$ cat src/design/edh_pkg.sv
// Shared types and constants for the edge deduplication hash table.
package edh_pkg;

    localparam int TABLE_DEPTH = 1024;
    localparam int SLOT_W      = $clog2(TABLE_DEPTH);
    localparam int COUNT_W     = $clog2(TABLE_DEPTH + 1);
    localparam int VERT_W      = 9;
    localparam int POS_W       = 10;
    localparam int REQ_W       = 2;
    localparam int HASH_MULT   = 5;
    localparam int KEY_W       = 12;
    localparam int MOD_BITS_PER_CYC = 2;

    localparam logic [REQ_W-1:0] REQ_ADD   = 2'd0;
    localparam logic [REQ_W-1:0] REQ_CLEAR = 2'd1;
    localparam logic [REQ_W-1:0] REQ_READ  = 2'd2;

    typedef struct packed {
        logic [REQ_W-1:0]  req_type;
        logic [VERT_W-1:0] first_vertex;
        logic [VERT_W-1:0] second_vertex;
        logic              edge_class;
        logic [POS_W-1:0]  list_position;
    } t_in_item;

    typedef struct packed {
        logic [SLOT_W-1:0]  slot_index;
        logic               is_new;
        logic               stored_class;
        logic               table_full;
        logic [COUNT_W-1:0] entry_count;
        logic [VERT_W-1:0]  low_vertex;
        logic [VERT_W-1:0]  high_vertex;
    } t_out_item;

    typedef struct packed {
        logic              occupied;
        logic [VERT_W-1:0] low_vertex;
        logic [VERT_W-1:0] high_vertex;
        logic              edge_class;
    } t_slot_entry;

    typedef enum logic [2:0] {
        S_SWEEP,
        S_IDLE,
        S_HASH,
        S_PROBE,
        S_RD_LIST,
        S_RD_SLOT,
        S_EMIT
    } t_state;

endpackage

$ cat src/design/edh_mod.sv
// Multi-cycle remainder unit: key mod table size, two bits per cycle.
module edh_mod (
    input  logic                        i_clk,
    input  logic                        i_rst_n,
    input  logic                        i_start,
    input  logic [edh_pkg::KEY_W-1:0]   i_key,
    input  logic [edh_pkg::COUNT_W-1:0] i_size,
    output logic                        o_done,
    output logic [edh_pkg::SLOT_W-1:0]  o_rem
);
    import edh_pkg::*;

    localparam int STEPS = KEY_W / MOD_BITS_PER_CYC;
    localparam int CNT_W = $clog2(STEPS + 1);

    logic [KEY_W-1:0]   r_dvd;
    logic [COUNT_W-1:0] r_rem;
    logic [CNT_W-1:0]   r_cnt;
    logic               r_done;
    logic [KEY_W-1:0]   n_dvd;
    logic [COUNT_W-1:0] n_rem;

    // restoring remainder steps, MSB of the key first
    always_comb begin
        logic [COUNT_W:0] trial;
        n_dvd = r_dvd;
        n_rem = r_rem;
        for (int i = 0; i < MOD_BITS_PER_CYC; i++) begin
            trial = {n_rem, n_dvd[KEY_W-1]};
            n_dvd = {n_dvd[KEY_W-2:0], 1'b0};
            if (trial >= {1'b0, i_size}) begin
                trial = trial - {1'b0, i_size};
            end
            n_rem = trial[COUNT_W-1:0];
        end
    end

    always_ff @(posedge i_clk) begin
        if (!i_rst_n) begin
            r_cnt  <= '0;
            r_done <= 1'b0;
        end else begin
            r_done <= 1'b0;
            if (i_start) begin
                r_cnt <= CNT_W'(STEPS);
            end else if (r_cnt != '0) begin
                r_cnt <= r_cnt - CNT_W'(1);
                if (r_cnt == CNT_W'(1)) begin
                    r_done <= 1'b1;
                end
            end
        end
    end

    always_ff @(posedge i_clk) begin
        if (i_start) begin
            r_dvd <= i_key;
            r_rem <= '0;
        end else if (r_cnt != '0) begin
            r_dvd <= n_dvd;
            r_rem <= n_rem;
        end
    end

    assign o_done = r_done;
    assign o_rem  = r_rem[SLOT_W-1:0];

endmodule

$ cat config.mk
export PLATFORM = sky130hd
export DESIGN_NAME = edh_mod
export DESIGN_NICKNAME = d
export VERILOG_FILES = /design/src/design/edh_pkg.sv /design/src/design/edh_mod.sv
export SDC_FILE = /design/constraint.sdc
export NUM_CORES = 1
export LEC_CHECK = 0
export ABC_CLOCK_PERIOD_IN_PS = 10300
export BUFFER_PORTS_ARGS = -buffer_cell sky130_fd_sc_hd__buf_2
export CORE_UTILIZATION = 45
export DETAILED_ROUTE_END_ITERATION = 6
export PLACE_DENSITY = 0.65
export SETUP_SLACK_MARGIN = 0.15
export SYNTH_ARGS = -nofsm -noshare
export SYNTH_HDL_FRONTEND = slang
export SYNTH_SLANG_ARGS = --single-unit
$ cat constraint.sdc
create_clock -name i_clk -period 10.3 [get_ports i_clk]
set_input_delay 2.06 -clock i_clk [delete_from_list [all_inputs] [get_ports i_clk]]
set_output_delay 2.06 -clock i_clk [all_outputs]
set_load 0.01 [all_outputs]
==> results of run 1 <==
[state kept, by name, indices dropped and copies added, names as in the netlist]
register  flops
r_cnt         3
r_dvd        12
r_rem        11
o_done        1
[worst register-to-register path: stages (launching register included)]
cell       delay, ns
edfxtp_1        0.37
inv_1           0.10
ha_1            0.19
fa_1            0.21
nand2b_1        0.17
a211oi_2        0.10
o41ai_2         0.39
a41o_2          0.48
mux2i_1         0.37
inv_1           0.10
fa_1            0.43
nor2b_1         0.19
o2111ai_1       0.20
a41oi_1         0.31
o21ai_1         0.14
and3_4          0.22
o31a_1          0.32
a221oi_2        0.21
[report_power, final]
part	internal [uW]	switching (uW)	leakage, uW	total (uW)
Sequential	141	21.1	0.000250	162
Combinational	283	376	0.000951	659
Clock	27.5	36.1	0.0000217	63.6
[worst min path at each step]
stage,start,endpoint,depth (start not counted)
after global placement,r_cnt[1],o_done,1
after floorplan,r_cnt[1],o_done,1
after detailed placement,r_cnt[1],o_done,1
final,r_cnt[1],o_done,1
after CTS,r_cnt[1],o_done,1
after global routing,r_cnt[1],o_done,1
[Yosys cell counts (3+ instances only)]
| cell | count | area (sq um) |
|---|---|---|
| mux2i_1 | 4 | 40.0 |
| a21oi_1 | 15 | 75.1 |
| nor2_1 | 20 | 75.1 |
| nand3_1 | 6 | 30.0 |
| nor3_1 | 7 | 35.0 |
| dfxtp_1 | 15 | 300 |
| a221oi_1 | 3 | 26.3 |
| o21ai_0 | 9 | 45.0 |
| o211ai_1 | 4 | 30.0 |
| buf_1 | 3 | 11.3 |
| xnor2_1 | 6 | 52.6 |
| o21a_1 | 7 | 52.6 |
| nor2b_1 | 3 | 18.8 |
| inv_1 | 30 | 113 |
| xor2_1 | 6 | 52.6 |
| nand2_1 | 19 | 71.3 |
| edfxtp_1 | 12 | 360 |
| buf_4 | 11 | 82.6 |
| a211oi_1 | 5 | 37.5 |
| mux2_2 | 14 | 158 |
| nand2b_1 | 6 | 37.5 |
| ha_1 | 24 | 300 |
| or3_1 | 6 | 37.5 |
[final cells by class]
cell class                      instances  area [sq um]
Clock buffer                            3          41.3
Clock inverter                          1          7.51
Fill cell                             514          2510
Inverter                               30           113
Multi-Input combinational cell        209          1600
Sequential cell                        27           661
Tap cell                               70          87.6
Timing Repair Buffer                   37           188
[routing by layer]
metal  GRT usage, %  vias to the layer above  part of all wire [%]
met2           33.0                       39                    47
met4           1.73                        0                  0.41
met5              0                        -                     0
met3           2.63                        4                   2.8
met1           26.1                      966                    49
li1               -                     1076                     -
[cells by family after synthesis]
| group | synth area share, % |
|---|---|
| AOI/OAI and AO/OA | 20.9 |
| muxes | 9.07 |
| buffers and inverters | 9.07 |
| DFF | 26.6 |
| adders and majority gates | 13.7 |
| xor gates and xnor gates | 4.23 |
| and+or+nand+nor | 16.5 |
[per-stage QoR]
step | instances | power [uW] | setup slack, ns
2_1_floorplan | 283 | 709 | 4.58
3_3_place_gp | 373 | 811 | 4.18
3_5_place_dp | 373 | 811 | 4.02
4_1_cts | 377 | 881 | 4.31
5_1_grt | 377 | 965 | 4.08
6_report | 377 | 884 | 4.23
==> flow_summary.toml, run 1 <==
[cts]
cts.sinks = 27
path_clk_slew_ns = 0.10
cts_resized = 0
htreeDepth = 1
root_buffer = "clkbuf_8"
post-cts-setup-buffers = 0
holdBufCountCts = 0
cts_buffers = 3
clk_latency_ns = 0.28
cts_tree = "built"
clockBufferDepth = 2

[critical_path]
r2r-end = "r_rem[5]"
crit_top_cell = "fa_1"
critPathLaunch = "i_size[0]"
max_stage_delay_ns = 0.43
required_ns = 10.50
path_max_fanout = 13
rr_startpoint = "r_dvd[11]"
worst-setup-path-type = "in2reg"
crit_end = "r_rem[5]"
cp.depth = 17
crit_chain = "buf_2 > ha_1 > fa_1 > nand2b_1 > a211oi_2 > o41ai_2 > a41o_2 > mux2i_1 > inv_1 > fa_1 > nor2b_1 > o2111ai_1 > a41oi_1 > o21ai_1 > and3_4 > o31a_1 > a221oi_2"
rrSetupSlack_ns = 5.73
path_buf_inv = 2
cpMaxStageDelayCell = "fa_1"
reg2reg_depth = 17
crit_family = "compound AO/OA/AOI/OAI gates"
cp-end-kind = "flop"
arrival_ns = 6.27
worstSetupStartpointType = "input port"

[synthesis]
syn_area_per_cell_sq_um = 8.78
synth-warning-count = 0
synth_edf_count = 12
netlist_area_sq_um = 2480
netlist_instances = 283
yosysSeqAreaShare_pct = 26.6
synth_flop_cell = "dfxtp_1"
syn_nets = 335
synth_cell_types = 56
async_reset_ff_share_pct = 0
synth-seq-cells = 27

[sta]
setup_tns_ns = 0
slew_violations = 0
finalHoldViolCount = 0
whs_ns = 0.462
setup_viol = 0
skew_ns = 0.00532
period_needed_ns = 6.07
grt_setup_unrepaired = "false"
period_share_pct = 58.9
fmax_mhz = 165
max_slew_margin_pct = 62.0
tightest_slew_ns = 0.571

[die]
dieWidth_um = 76.3
die_area_sq_um = 5820
ios = 37
initial_utilization_pct = 47.7
num_rows = 26
die_h_um = 76.3
core_sq_um = 5200

[finish]
nNetsFinal = 360
area_growth_pct = 8.51
design_area_sq_um = 2700
drive_gt1_share_pct = 21.5
diodes = 0
final_cell_mix = "buf_2, inv_1, ha_1"
final_util_pct = 51.8
final_common_cell = "buf_2"

[power_and_ir_drop]
ir_worst_vdd_v = 0.000159
p_leak_uw = 0.00122
powerDensity_nw_per_um2 = 328

[drt]
routed_wl_um = 5420
viasPerCell = 5.53
drc = 0
dr_total_vias = 2085
first_iter_violations = 128
antenna_left = 0
routedWlPerCell_um = 14.4
drt_pass1_iterations = 4

[placement]
numPortBuffers = 36
gp_congestion = 0.859
hpwl_um = 4250
place_area_sq_um = 2650

[grt]
grt_pass1_vias = 1919
grt_max_degree = 29
grt_usage_pct = 19.1
antenna_found_initial = 0
gr-total-overflow = 0
grt_pass1_wl_um = 9050

[min_path]
hold_class = "reg2reg"

[job]
max_cap_violations = 0

[outcome]
run_status = "completed"
No activity file was read; power rests on OpenSTA's default activity.
==> inputs of run 2 (changes only) <==
--- a/config.mk
+++ b/config.mk
@@ -5,7 +5,7 @@
 export SDC_FILE = /design/constraint.sdc
 export NUM_CORES = 1
 export LEC_CHECK = 0
-export ABC_CLOCK_PERIOD_IN_PS = 10300
+export ABC_CLOCK_PERIOD_IN_PS = 5700
 export BUFFER_PORTS_ARGS = -buffer_cell sky130_fd_sc_hd__buf_2
 export CORE_UTILIZATION = 45
 export DETAILED_ROUTE_END_ITERATION = 6
==> constraint.sdc (replaced) <==
create_clock -name i_clk -period 5.7 [get_ports i_clk]
set_input_delay 1.14 -clock i_clk [delete_from_list [all_inputs] [get_ports i_clk]]
set_output_delay 1.14 -clock i_clk [all_outputs]
set_load 0.01 [all_outputs]
==> flow_summary.toml, run 2 (synthesis gave the netlist of run 1 again) <==
[outcome]
run_status = "completed"

[finish]
largest_register_ffs = 12
final_cell_mix = "buf_2, inv_1, ha_1"
final_util_pct = 51.7
top_regs = "r_dvd: 12 flops, r_rem: 11 flops, r_cnt: 3 flops"
drive_gt1_share_pct = 21.5
area_growth_pct = 8.41
top_register = "r_dvd"
nNetsFinal = 360
diodes = 0
final_common_cell = "buf_2"

[placement]
gp_congestion = 0.859
hpwl_um = 4320
dp_slack_ns = 0.345
numPortBuffers = 36

[die]
dieWidth_um = 76.3
core_sq_um = 5200
ios = 37
die_h_um = 76.3
die_area_sq_um = 5820
initial_utilization_pct = 47.7
num_rows = 26

[drt]
routedWlPerCell_um = 14.3
wl_met1_um = 2600
highest_layer = "met4"
drt_pass1_iterations = 4
routed_wl_um = 5410
viasPerCell = 5.51
first_iter_violations = 152
antenna_left = 0
routed-wl-met2_um = 2570
drc = 0
met3WireLength_um = 171
dr_total_vias = 2077

[power_and_ir_drop]
combinationalPowerShare_pct = 74.4
p_leak_uw = 0.00123
seqPwrFrac_pct = 18.5
p_int_uw = 814
power.switching_uw = 774
swShare_pct = 48.7
ir_worst_vdd_v = 0.000298
p_clk_share_pct = 7.1
powerDensity_nw_per_um2 = 590

[critical_path]
worst-setup-path-type = "in2reg"
rrSetupSlack_ns = 1.17
arrival_ns = 5.30
cpMaxStageDelayCell = "fa_1"
required_ns = 5.90
worstSetupStartpointType = "input port"
crit_top_cell = "fa_1"
cp-end-kind = "flop"
crit_family = "compound AO/OA/AOI/OAI gates"
path_max_fanout = 13
max_stage_delay_ns = 0.43
crit_chain = "buf_2 > ha_1 > fa_1 > nand2b_1 > a211oi_2 > o41ai_2 > a41o_2 > mux2i_1 > inv_1 > fa_1 > nor2b_1 > o2111ai_1 > a41oi_1 > o21ai_1 > and3_4 > o31a_1 > a221oi_2"
path_buf_inv = 2

[sta]
finalHoldViolCount = 0
slew_violations = 0
whs_ns = 0.473
setup_tns_ns = 0
setup_viol = 0
period_needed_ns = 5.11
fin_ws_ns = 0.594
tightest_slew_ns = 0.562
grt_setup_unrepaired = "false"
period_share_pct = 89.6
max_slew_margin_pct = 62.6
fmax_mhz = 196
skew_ns = 0.00473

[cts]
htreeDepth = 1
root_buffer = "clkbuf_8"
cts_resized = 0
path_clk_slew_ns = 0.10
cts_tree = "built"
clockBufferDepth = 2
clk_latency_ns = 0.28
holdBufCountCts = 0
cts.sinks = 27
cts_buffers = 3
post-cts-setup-buffers = 0

[grt]
gr-total-overflow = 0
grt_usage_pct = 19.1
grt_max_degree = 29
grt_pass1_vias = 1994
antenna_found_initial = 0
grt_pass1_wl_um = 9160

[job]
max_cap_violations = 0

[min_path]
hold_class = "reg2reg"
[run 2: changes by cell type in the layout (fill, tap and decap cells not counted), sizes merged]
| cell | previous run | this run |
|---|---|---|
| clkinv | 0 | 1 |
| clkinvlp | 1 | 0 |
[run 2: area by class of cell]
cell class	instances	area, sq um
fillers	520	2510
multi-input cells	209	1600
flip-flops and latches	27	661
repair buffers	37	188
inverters	30	113
well taps	70	87.6
clock buffers	3	41.3
clock inverters	1	5.00
[run 2: final timing paths]
path,from,endpoint,cells past startpoint
worst max-delay path,i_size[0],r_rem[5],17
worst min-delay path,r_cnt[1],o_done,1
worst max register to register,r_dvd[11],r_rem[5],17
worst min register to register,r_cnt[1],o_done,1
[run 2: per-layer routing]
metal / vias to the layer above / global-route usage, %
li1: 1070 / -
met1: 958 / 25.5
met2: 43 / 32.9
met3: 6 / 2.99
met4: 0 / 3.27
met5: - / 0
[run 2: power by group through the flow]
stage               Sequential (uW)  Clock (uW)  Combinational, uW
global route                    300         124               1320
CTS                             293         116               1180
finish                          293         113               1180
floorplan                       283           0                999
detailed placement              298           0               1170
global placement                298           0               1170
[run 2: worst register-to-register path: stages, from the launching register on]
cell       delay (ns)
edfxtp_1         0.38
inv_1            0.10
ha_1             0.19
fa_1             0.21
nand2b_1         0.17
a211oi_2         0.10
o41ai_2          0.38
a41o_2           0.47
mux2i_1          0.36
inv_1            0.10
fa_1             0.43
nor2b_1          0.18
o2111ai_1        0.20
a41oi_1          0.31
o21ai_1          0.13
and3_4           0.22
o31a_1           0.32
a221oi_2         0.21
[run 2: per-stage QoR]
stage	instances	instance area, sq um	power [uW]
after floorplan	283	2480	1280
after global placement	373	2650	1470
after detailed placement	373	2650	1470
after CTS	377	2690	1590
after global routing	377	2690	1740
final	377	2690	1590
==> inputs of run 3 (changes only) <==
--- a/config.mk
+++ b/config.mk
@@ -7,6 +7,7 @@
 export LEC_CHECK = 0
 export ABC_CLOCK_PERIOD_IN_PS = 5700
 export BUFFER_PORTS_ARGS = -buffer_cell sky130_fd_sc_hd__buf_2
+export CORE_ASPECT_RATIO = 1.75
 export CORE_UTILIZATION = 45
 export DETAILED_ROUTE_END_ITERATION = 6
 export PLACE_DENSITY = 0.65
==> flow_summary.toml, run 3 (synthesis gave the netlist of run 1 again) <==
[placement]
dp_cells = 376
gp_congestion = 0.861
hpwl_um = 4530
numPortBuffers = 36

[drt]
first_iter_violations = 55
drt_pass1_iterations = 4
routed_wl_um = 5610
antenna_left = 0
viasPerCell = 5.62
drc = 0
dr_total_vias = 2136
routedWlPerCell_um = 14.8

[cts]
post-cts-setup-buffers = 0
cts_resized = 0
cts_tree = "built"
cts_buffers = 3
htreeDepth = 1
clk_latency_ns = 0.28
root_buffer = "clkbuf_8"
holdBufCountCts = 0
path_clk_slew_ns = 0.09
cts.sinks = 27
clockBufferDepth = 2

[sta]
fmax_mhz = 198
slew_violations = 0
period_needed_ns = 5.04
setup_viol = 0
max_slew_margin_pct = 37.3
whs_ns = 0.461
grt_setup_unrepaired = "false"
tightest_slew_ns = 0.940
setup_tns_ns = 0
period_share_pct = 88.4
finalHoldViolCount = 0
skew_ns = 0.00977

[finish]
diodes = 0
final_common_cell = "buf_2"
final_cell_mix = "buf_2, inv_1, ha_1"
top_register = "r_dvd"
largest_register_ffs = 12
nNetsFinal = 359
fillers = 539
top_regs = "r_dvd: 12 flops, r_rem: 11 flops, r_cnt: 3 flops"
instances_no_fill = 380
drive_gt1_share_pct = 21.2
area_growth_pct = 8.31

[die]
die_area_sq_um = 5830
num_rows = 35
core_sq_um = 5300
initial_utilization_pct = 46.9
die_h_um = 100
dieWidth_um = 58.2
ios = 37

[outcome]
run_status = "completed"

[grt]
grt_pass1_wl_um = 9710
gr-total-overflow = 0
antenna_found_initial = 0
grt_max_degree = 29
grt_pass1_vias = 2163
grt_usage_pct = 21.4

[critical_path]
arrival_ns = 5.23
reg2reg_depth = 17
required_ns = 5.90
r2r-end = "r_rem[5]"
path_max_fanout = 13
worst-setup-path-type = "in2reg"
rrSetupSlack_ns = 1.26
rr_startpoint = "r_dvd[11]"
cp-end-kind = "flop"
worstSetupStartpointType = "input port"
critPathLaunch = "i_size[0]"

[power_and_ir_drop]
p_leak_uw = 0.00122
ir_worst_vdd_v = 0.000228
powerDensity_nw_per_um2 = 593

[min_path]
hold_class = "reg2reg"
min_to = "o_done"
hold_depth = 1
hp-start = "r_cnt[1]"

[job]
max_cap_violations = 0
-- run 3: layout make-up --
class	count	area (sq um)	area share (%)
clock buffers	3	41.3	1.53
clock inverters	1	5.00	0.186
inverters	30	113	4.19
multi-input cells	209	1600	59.4
flip-flops and latches	27	661	24.6
well taps	74	92.6	3.44
repair buffers	36	180	6.70
-- run 3: through the flow --
stage	worst slack [ns]	utilization (%)	total power [uW]	area, sq um
floorplan	0.903	-	1280	2480
global placement	0.476	49.9	1470	2640
detailed placement	0.379	49.9	1470	2640
CTS	0.639	50.8	1590	2690
global route	0.259	50.8	1760	2690
finish	0.662	50.8	1600	2690
-- run 3: critical path, stage by stage --
cell	delay [ns]
buf_2	0.11
ha_1	0.22
fa_1	0.41
nand2b_1	0.20
a211oi_2	0.28
o41ai_2	0.14
a41o_2	0.41
mux2i_1	0.29
inv_1	0.10
fa_1	0.43
nor2b_1	0.17
o2111ai_1	0.18
a41oi_1	0.28
o21ai_1	0.13
and3_4	0.21
o31a_1	0.32
a221oi_2	0.22
-- run 3: worst max-delay path by stage --
stage | end | slack [ns]
floorplan | r_rem[5] | 0.90
global placement | r_rem[5] | 0.48
detailed placement | r_rem[5] | 0.38
CTS | r_rem[5] | 0.64
global route | r_rem[7] | 0.26
finish | r_rem[5] | 0.66
-- run 3: power by group --
| part | total (uW) | switching, uW | internal (uW) |
|---|---|---|---|
| clock network | 113 | 64.0 | 49.2 |
| registers | 290 | 36.3 | 254 |
| logic | 1190 | 681 | 511 |
| total | 1600 | 781 | 814 |
-- run 3: layer usage --
metal	routed length (um)	share of wire [%]	track usage, %	up-vias
li1	-	-	-	1062
met1	2160	39	23.4	1002
met2	3110	55	39.7	52
met3	144	2.6	2.45	20
met4	192	3.4	9.71	0
met5	0	0	0	-
